**src/dwpi_pkg.sv**
```systemverilog
package dwpi_pkg;

	localparam int FRAC_BITS = 16;
	localparam int LPF_BITS  = 16;
	localparam int WORD_W    = 32;
	localparam int OPND_W    = WORD_W + 1;
	localparam int PROD_W    = 2 * OPND_W;
	localparam int PULSE_W   = 16;
	localparam int DRV_W     = 18;
	localparam int W_W       = 17;
	localparam int UQ_W      = 31;
	localparam int IDX_W     = 3;

	localparam logic [IDX_W-1:0] REG_REF_L = 3'd0;
	localparam logic [IDX_W-1:0] REG_REF_R = 3'd1;
	localparam logic [IDX_W-1:0] REG_KP    = 3'd2;
	localparam logic [IDX_W-1:0] REG_KI    = 3'd3;
	localparam logic [IDX_W-1:0] REG_W     = 3'd4;
	localparam logic [IDX_W-1:0] REG_SPP   = 3'd5;
	localparam logic [IDX_W-1:0] REG_DT    = 3'd6;

	localparam logic [W_W-1:0] W_ONE = W_W'(1) << LPF_BITS;

	localparam logic signed [PROD_W-1:0] DRV_ONE = PROD_W'(1) <<< FRAC_BITS;
	localparam logic signed [PROD_W-1:0] S32_MAX = PROD_W'(32'h7fff_ffff);
	localparam logic signed [PROD_W-1:0] S32_MIN = -S32_MAX - PROD_W'(1);

	typedef struct packed {
		logic signed [WORD_W-1:0] ref_l;
		logic signed [WORD_W-1:0] ref_r;
		logic signed [WORD_W-1:0] kp;
		logic signed [WORD_W-1:0] ki;
		logic [W_W-1:0]           w;
		logic [UQ_W-1:0]          spp;
		logic [UQ_W-1:0]          dt;
	} cfg_t;

	typedef struct packed {
		logic signed [DRV_W-1:0] drive_l;
		logic signed [DRV_W-1:0] drive_r;
	} res_t;

	typedef enum logic [3:0] {
		ST_IDLE,
		ST_SPD_M,
		ST_SPD_P,
		ST_FLT_M0,
		ST_FLT_P0,
		ST_FLT_M1,
		ST_FLT_P1,
		ST_ERR,
		ST_INT_M,
		ST_INT_P,
		ST_P_M,
		ST_P_P,
		ST_I_M,
		ST_I_P,
		ST_DONE
	} state_t;

	function automatic logic signed [WORD_W-1:0] sat32(input logic signed [PROD_W-1:0] v);
		logic signed [WORD_W-1:0] r;
		if (v > S32_MAX) begin
			r = S32_MAX[WORD_W-1:0];
		end else if (v < S32_MIN) begin
			r = S32_MIN[WORD_W-1:0];
		end else begin
			r = v[WORD_W-1:0];
		end
		return r;
	endfunction

	// round to nearest, ties toward plus infinity
	function automatic logic signed [PROD_W-1:0] rsh_round(input logic signed [PROD_W-1:0] v,
			input int s);
		logic signed [PROD_W-1:0] bias;
		logic signed [PROD_W-1:0] t;
		bias = PROD_W'(1) <<< (s - 1);
		t = v + bias;
		return t >>> s;
	endfunction

endpackage

```
**src/dwpi_mul.sv**
```systemverilog
module dwpi_mul (
	input  logic                                 clk,
	input  logic signed [dwpi_pkg::OPND_W-1:0]   a,
	input  logic signed [dwpi_pkg::OPND_W-1:0]   b,
	output logic signed [dwpi_pkg::PROD_W-1:0]   prod
);
	import dwpi_pkg::*;

	logic signed [PROD_W-1:0] prod_s1;

	always_ff @(posedge clk) begin
		prod_s1 <= a * b;
	end

	assign prod = prod_s1;

endmodule

```
**src/dwpi_core.sv**
```systemverilog
module dwpi_core (
	input  logic                                 clk,
	input  logic                                 arst_n,
	input  dwpi_pkg::cfg_t                       cfg,
	input  logic                                 start,
	input  logic signed [dwpi_pkg::PULSE_W-1:0]  pulses_left,
	input  logic signed [dwpi_pkg::PULSE_W-1:0]  pulses_right,
	output logic                                 idle,
	output logic                                 res_valid,
	input  logic                                 res_ready,
	output dwpi_pkg::res_t                       res
);
	import dwpi_pkg::*;

	state_t state_q, state_d;
	logic   wheel_q;

	logic signed [PULSE_W-1:0] pulses_q [2];
	logic signed [WORD_W-1:0]  filt_q [2];
	logic signed [WORD_W-1:0]  integ_q [2];
	logic signed [DRV_W-1:0]   drv_q [2];
	logic signed [WORD_W-1:0]  speed_q;
	logic signed [WORD_W-1:0]  err_q;
	logic signed [PROD_W-1:0]  acc_q;

	logic signed [OPND_W-1:0]  opa, opb;
	logic signed [PROD_W-1:0]  prod;
	logic [W_W-1:0]            w_clip, w_rest;
	logic signed [WORD_W-1:0]  spd_sat;
	logic signed [PROD_W-1:0]  drv_sum;
	logic signed [WORD_W-1:0]  ref_sel;

	dwpi_mul u_mul (
		.clk  (clk),
		.a    (opa),
		.b    (opb),
		.prod (prod)
	);

	assign w_clip  = (cfg.w > W_ONE) ? W_ONE : cfg.w;
	assign w_rest  = W_ONE - w_clip;
	assign ref_sel = wheel_q ? cfg.ref_r : cfg.ref_l;
	assign spd_sat = sat32(prod);
	assign drv_sum = acc_q + rsh_round(prod, FRAC_BITS);

	// operand select for the shared multiplier
	always_comb begin
		opa = '0;
		opb = '0;
		case (state_q)
			ST_SPD_M: begin
				opa = OPND_W'(pulses_q[wheel_q]);
				opb = $signed({2'b00, cfg.spp});
			end
			ST_FLT_M0: begin
				opa = $signed({{(OPND_W-W_W){1'b0}}, w_clip});
				opb = OPND_W'(filt_q[wheel_q]);
			end
			ST_FLT_M1: begin
				opa = $signed({{(OPND_W-W_W){1'b0}}, w_rest});
				opb = OPND_W'(speed_q);
			end
			ST_INT_M: begin
				opa = OPND_W'(err_q);
				opb = $signed({2'b00, cfg.dt});
			end
			ST_P_M: begin
				opa = OPND_W'(err_q);
				opb = OPND_W'(cfg.kp);
			end
			ST_I_M: begin
				opa = OPND_W'(integ_q[wheel_q]);
				opb = OPND_W'(cfg.ki);
			end
			default: begin
				opa = '0;
				opb = '0;
			end
		endcase
	end

	always_comb begin
		state_d = state_q;
		case (state_q)
			ST_IDLE:   if (start) state_d = ST_SPD_M;
			ST_SPD_M:  state_d = ST_SPD_P;
			ST_SPD_P:  state_d = ST_FLT_M0;
			ST_FLT_M0: state_d = ST_FLT_P0;
			ST_FLT_P0: state_d = ST_FLT_M1;
			ST_FLT_M1: state_d = ST_FLT_P1;
			ST_FLT_P1: state_d = ST_ERR;
			ST_ERR:    state_d = ST_INT_M;
			ST_INT_M:  state_d = ST_INT_P;
			ST_INT_P:  state_d = ST_P_M;
			ST_P_M:    state_d = ST_P_P;
			ST_P_P:    state_d = ST_I_M;
			ST_I_M:    state_d = ST_I_P;
			ST_I_P:    state_d = wheel_q ? ST_DONE : ST_SPD_M;
			ST_DONE:   if (res_ready) state_d = ST_IDLE;
			default:   state_d = ST_IDLE;
		endcase
	end

	always_ff @(posedge clk or negedge arst_n) begin
		if (!arst_n) begin
			state_q <= ST_IDLE;
			wheel_q <= 1'b0;
		end else begin
			state_q <= state_d;
			if (state_q == ST_I_P) begin
				wheel_q <= ~wheel_q;
			end
		end
	end

	// loop state: filtered speeds and integrals
	always_ff @(posedge clk or negedge arst_n) begin
		if (!arst_n) begin
			filt_q[0]  <= '0;
			filt_q[1]  <= '0;
			integ_q[0] <= '0;
			integ_q[1] <= '0;
		end else begin
			if (state_q == ST_FLT_P1) begin
				filt_q[wheel_q] <= sat32(rsh_round(acc_q + prod, LPF_BITS));
			end
			if (state_q == ST_INT_P) begin
				integ_q[wheel_q] <= sat32(PROD_W'(integ_q[wheel_q]) +
					rsh_round(prod, FRAC_BITS));
			end
		end
	end

	always_ff @(posedge clk) begin
		if (state_q == ST_IDLE && start) begin
			pulses_q[0] <= pulses_left;
			pulses_q[1] <= pulses_right;
		end
		case (state_q)
			ST_SPD_P: begin
				// left wheel is mirrored: negate, and clip the one value that overflows
				if (!wheel_q) begin
					speed_q <= (spd_sat == S32_MIN[WORD_W-1:0]) ? S32_MAX[WORD_W-1:0]
						: -spd_sat;
				end else begin
					speed_q <= spd_sat;
				end
			end
			ST_FLT_P0: acc_q <= prod;
			ST_ERR: begin
				err_q <= sat32(PROD_W'(ref_sel) - PROD_W'(filt_q[wheel_q]));
			end
			ST_P_P: acc_q <= rsh_round(prod, FRAC_BITS);
			ST_I_P: begin
				if (drv_sum > DRV_ONE) begin
					drv_q[wheel_q] <= DRV_ONE[DRV_W-1:0];
				end else if (drv_sum < -DRV_ONE) begin
					drv_q[wheel_q] <= -DRV_ONE[DRV_W-1:0];
				end else begin
					drv_q[wheel_q] <= drv_sum[DRV_W-1:0];
				end
			end
			default: begin
			end
		endcase
	end

	assign idle          = (state_q == ST_IDLE);
	assign res_valid     = (state_q == ST_DONE);
	assign res.drive_l   = drv_q[0];
	assign res.drive_r   = drv_q[1];

	a_done_hold: assert property (@(posedge clk) disable iff (!arst_n)
		state_q == ST_DONE && !res_ready |=> state_q == ST_DONE)
		else $error("result dropped before it was taken");

	a_right_last: assert property (@(posedge clk) disable iff (!arst_n)
		state_q == ST_I_P && wheel_q |=> state_q == ST_DONE && !wheel_q)
		else $error("sequencer did not finish after right wheel");

	a_idle_left: assert property (@(posedge clk) disable iff (!arst_n)
		state_q == ST_IDLE |-> !wheel_q)
		else $error("wheel select not back to left when idle");

	a_drive_range: assert property (@(posedge clk) disable iff (!arst_n)
		state_q == ST_DONE |-> PROD_W'(drv_q[0]) <= DRV_ONE && PROD_W'(drv_q[0]) >= -DRV_ONE
			&& PROD_W'(drv_q[1]) <= DRV_ONE && PROD_W'(drv_q[1]) >= -DRV_ONE)
		else $error("drive outside plus or minus one");

endmodule

```
**src/dual_wheel_pi_speed_loop_unit.sv**
```systemverilog
// Dual-wheel PI speed loop with low-pass filtered encoder speeds.
// Input stream (s_*): one request per control tick carrying both encoder
// pulse counts. Output stream (m_*): one request per tick carrying the
// saturated left and right drive values, signed Q2.16.
// Config channel (cfg_*): write register cfg_index with cfg_data; always
// ready. Write only while no tick is in flight. Index 7 is ignored.
// Structure: both wheels run through one shared 33x33 multiplier under a
// sequencer of 13 steps per wheel: multiply steps each followed by a post
// step, and one error step. A finished result moves into the output register
// and shows on m_* in the next cycle; s_tready is high only while the
// sequencer is idle, so a new tick is taken only after the last one is done.
// A finished result waits in the output register; the next tick may be
// taken and computed meanwhile, and it holds in its last step until the
// output register frees up, so a stalled receiver loses nothing.
// Reset clears filter and integral state, loads the default registers and
// empties the output register.
module dual_wheel_pi_speed_loop_unit (
	input  logic        clk,
	input  logic        arst_n,
	input  logic        s_tvalid,
	output logic        s_tready,
	input  logic [31:0] s_tdata,   // [15:0] pulses_left, [31:16] pulses_right
	output logic        m_tvalid,
	input  logic        m_tready,
	output logic [39:0] m_tdata,   // [17:0] drive_left, [35:18] drive_right, rest zero
	input  logic        cfg_valid,
	output logic        cfg_ready,
	input  logic [2:0]  cfg_index,
	input  logic [31:0] cfg_data
);
	import dwpi_pkg::*;

	cfg_t cfg_q;
	res_t res, out_q;
	logic out_valid_q;
	logic core_idle, res_valid, res_ready;

	assign cfg_ready = 1'b1;

	always_ff @(posedge clk or negedge arst_n) begin
		if (!arst_n) begin
			cfg_q.ref_l <= -32'sd15401;
			cfg_q.ref_r <= -32'sd15401;
			cfg_q.kp    <= 32'sd720896;
			cfg_q.ki    <= '0;
			cfg_q.w     <= 17'd26214;
			cfg_q.spp   <= 31'd1638;
			cfg_q.dt    <= 31'd1311;
		end else if (cfg_valid && cfg_ready) begin
			case (cfg_index)
				REG_REF_L: cfg_q.ref_l <= cfg_data;
				REG_REF_R: cfg_q.ref_r <= cfg_data;
				REG_KP:    cfg_q.kp    <= cfg_data;
				REG_KI:    cfg_q.ki    <= cfg_data;
				REG_W:     cfg_q.w     <= cfg_data[W_W-1:0];
				REG_SPP:   cfg_q.spp   <= cfg_data[UQ_W-1:0];
				REG_DT:    cfg_q.dt    <= cfg_data[UQ_W-1:0];
				default: begin
				end
			endcase
		end
	end

	assign s_tready  = core_idle;
	assign res_ready = !out_valid_q || m_tready;

	dwpi_core u_core (
		.clk          (clk),
		.arst_n       (arst_n),
		.cfg          (cfg_q),
		.start        (s_tvalid && s_tready),
		.pulses_left  (s_tdata[15:0]),
		.pulses_right (s_tdata[31:16]),
		.idle         (core_idle),
		.res_valid    (res_valid),
		.res_ready    (res_ready),
		.res          (res)
	);

	always_ff @(posedge clk or negedge arst_n) begin
		if (!arst_n) begin
			out_valid_q <= 1'b0;
		end else if (res_valid && res_ready) begin
			out_valid_q <= 1'b1;
		end else if (m_tready) begin
			out_valid_q <= 1'b0;
		end
	end

	always_ff @(posedge clk) begin
		if (res_valid && res_ready) begin
			out_q <= res;
		end
	end

	assign m_tvalid = out_valid_q;
	assign m_tdata  = {4'b0000, out_q.drive_r, out_q.drive_l};

endmodule

```
**config.mk**
```make
export PLATFORM = sky130hd
export DESIGN_NAME = dual_wheel_pi_speed_loop_unit
export DESIGN_NICKNAME = d
export VERILOG_FILES = /design/src/dwpi_pkg.sv /design/src/dwpi_mul.sv /design/src/dwpi_core.sv /design/src/dual_wheel_pi_speed_loop_unit.sv
export SDC_FILE = /design/constraint.sdc
export NUM_CORES = 2
export LEC_CHECK = 0
export BUFFER_PORTS_ARGS = -buffer_cell sky130_fd_sc_hd__buf_2
export CAP_MARGIN = 20
export CORE_UTILIZATION = 59
export DETAILED_ROUTE_END_ITERATION = 12
export PLACE_DENSITY = 0.74
export SETUP_SLACK_MARGIN = 0.02
export SLEW_MARGIN = 20
export SYNTH_ARGS = -nofsm -noshare
export SYNTH_HDL_FRONTEND = slang
export SYNTH_SLANG_ARGS = --single-unit
```
**constraint.sdc**
```tcl
create_clock -name clk -period 21.9 [get_ports clk]
set_input_delay 4.38 -clock clk [delete_from_list [all_inputs] [get_ports clk]]
set_output_delay 4.38 -clock clk [all_outputs]
set_load 0.02 [all_outputs]
```
==> run metrics <==
Crit path required time=22450 ps; Final Slew Violations=0; worst r2r dst=u_core.u_mul.prod[65]$_DFF_P_; synth unique cells=104; DR iter-0 viols=between 7000 and 8000; Max-Cap Viols=0; Fmax=76.9 MHz; RSZ-0062 raised after global routing=false; Hold Path End=m_tdata[12]$_DFFE_PP_; initial antenna violation count=21; top fanout value on the critical path=52; top-count cell post-synth=nand2_1; Die Span X=approximately 370 um; Final Hold Vio Count=0; post_cts resized=0; post-layout min period=~13000 ps; Initial Utilization=0.595; hold path depth=0; vias in the first global route=67578; Core ar.=134000 um2; Routed Antenna Nets=0; Synth area leader=fa_1; ys async rst share=0.532; Min-Delay Path Class=reg2reg; Mapped Cells=8695; Fin Setup TNS=0 ps; FF-to-FF setup slack=between 8000 and 9000 ps; CTS buffer count=73; CTS HTree Levels=3; CTS clock-pin slew for the worst setup and hold paths=around 60 ps; largest net degree at the start of global routing=approximately 130; # IOs=115; Vias=66255; IO Port Bufs=109; post-synthesis cell area=79500 um2; reg2reg path depth=31; CTS tree=yes; Die Y=between 300 and 400 um; Clock Path Buffers=3; worst reg2reg path startpoint=u_core.wheel_q$_DFFE_PN0P_; crit path DAT=between 10000 and 15000 ps; global route overflow=0; slew margin rel.=0.152; DR DRC count=36; DIE AREA=around 140000 um2; syn avg cell area=9.15 um2; Fin Hold WS=about 420 ps; Post-synth top flop=dfrtp_1; Setup crit end kind=flip-flop; Worst path max stage delay=820 ps; share of cells above drive strength 1=0.0999; first-pass GRT wire length=between 400 and 500 mm; sequential share of the synthesized area=0.213; Post-layout nets=10255; Commonest cells post-synth=nand2_1, inv_1, fa_1; final setup skew=63.8 ps; Detailed Place HPWL=223 mm; worst setup path category=reg2reg; top area cells in the synthesized netlist=fa_1, edfxtp_1, dfrtp_1, ha_1, nand2_1; wire per inst=27.6 um; Yosys top cell area share=0.283; most used cell, CP=fa_1; CTS sink cnt=around 640; Hold Crit Start=u_core.drv_q[0][12]$_DFFE_PP_; Rows=134; drt total wl=about 290 mm; slowest CP cell=nand3_1; status=complete, but fails checks; clock root buffer master=clkbuf_16; cts-stage hold buffer count=0; Placer Congestion=1.01; fin crit share=0.594; Worst setup SP type=flip-flop; synthesized flop and latch total=641; EDFF count, synth=234; Slew @ Worst Pin=1240 ps; vias per cell=6.37; failing checks=DRC; worst-skew pair later-pin latency=approximately 710 ps; Initial DRT Pass Iterations=10; # fillers=roughly 11000; post-CTS setup buffer count=0; final setup violation count=0; yosys warns=0; Area Overhead vs Synth=6.40%; total global-route track usage=0.426
==> layout by cell type, fill, tap and decap left out, types with 76 or more instances in the layout <==
master,count
nand3_1,119
clkbuf_16,76
a21oi_1,402
a21o_1,155
buf_4,144
dfstp_2,76
dfrtp_1,264
inv_1,1209
xor2_1,112
edfxtp_1,234
mux2_2,280
nand2_1,1308
nor2_1,643
ha_1,493
fa_1,1126
o21ai_0,308
and2_1,97
xnor2_1,182
nand4_1,101
buf_2,108
==> how the worst max path moves through the flow <==
stage	start	end	slack (ps)
floorplan	u_core.wheel_q$_DFFE_PN0P_	u_core.u_mul.prod[51]$_DFF_P_	10880
global placement	u_core.state_q[3]$_DFFE_PN0P_	u_core.u_mul.prod[65]$_DFF_P_	8960
detailed placement	u_core.wheel_q$_DFFE_PN0P_	u_core.u_mul.prod[65]$_DFF_P_	9460
CTS	u_core.wheel_q$_DFFE_PN0P_	u_core.u_mul.prod[65]$_DFF_P_	9380
global route	u_core.wheel_q$_DFFE_PN0P_	u_core.u_mul.prod[65]$_DFF_P_	8610
finish	u_core.wheel_q$_DFFE_PN0P_	u_core.u_mul.prod[65]$_DFF_P_	8900
==> state kept, by name, summed over array words and instances, names as in the netlist <==
name,flops
u_core.state_q,4
u_core.wheel_q,1
u_core.acc_q,66
u_core.pulses_q,32
u_core.u_mul.prod,66
u_core.filt_q,64
m_tvalid,1
m_tdata,36
u_core.err_q,32
u_core.integ_q,64
u_core.drv_q,36
u_core.speed_q,32
cfg_q,207
==> per-stage QoR <==
stage | instance area (um2) | std cells | setup slack (ps) | util
2_1_floorplan | 79500 | 8698 | 10880 | -
3_3_place_gp | 81900 | 10255 | 8960 | 0.613
3_5_place_dp | 82000 | 10256 | 9460 | 0.613
4_1_cts | 84600 | 10392 | 9380 | 0.633
5_1_grt | 84600 | 10393 | 8610 | 0.633
6_report | 84600 | 10399 | 8900 | 0.633
==> final cells by class <==
type                            instances  area [um2]  share of cell area
Inverter                             1209        4540              0.0536
Antenna cell                            6        15.0            0.000177
Tap cell                             1768        2210              0.0261
Sequential cell                       641       17000               0.201
Timing Repair Buffer                  255        1670              0.0198
Clock inverter                         42         567             0.00670
Clock buffer                           94        2040              0.0241
Multi-Input combinational cell       6384       56600               0.669
==> cells by family after synthesis <==
group	Yosys count	synth area share
compound gates	1476	0.121
xor+xnor	294	0.0324
buf+inv	1673	0.0795
fa+ha+maj	1621	0.361
flops	641	0.213
mux	331	0.0461
simple gates	2657	0.147
other cells	2	0.0000944
==> per-layer routing <==
layer / GRT usage / wire length, um
met1: 0.545 / 108000
met4: 0.241 / 20200
met2: 0.640 / 123000
met3: 0.133 / 35900
met5: 0.0114 / 325
==> worst max-delay path, delay by kind of cell (launching register included) <==
| family | cells | cell delay, ps |
|---|---|---|
| buffers and inverters | 6 | 2020 |
| AND/OR/NAND/NOR | 6 | 2230 |
| XOR/XNOR | 1 | 140 |
| AO/OA/AOI/OAI | 8 | 2680 |
| flip-flops | 1 | 770 |
| multiplexers | 1 | 540 |
| adder cells (fa/ha/maj) | 9 | 4370 |
Power is not shown: default switching activity piles up to over one toggle a cycle in this logic, so the estimate is an artifact.
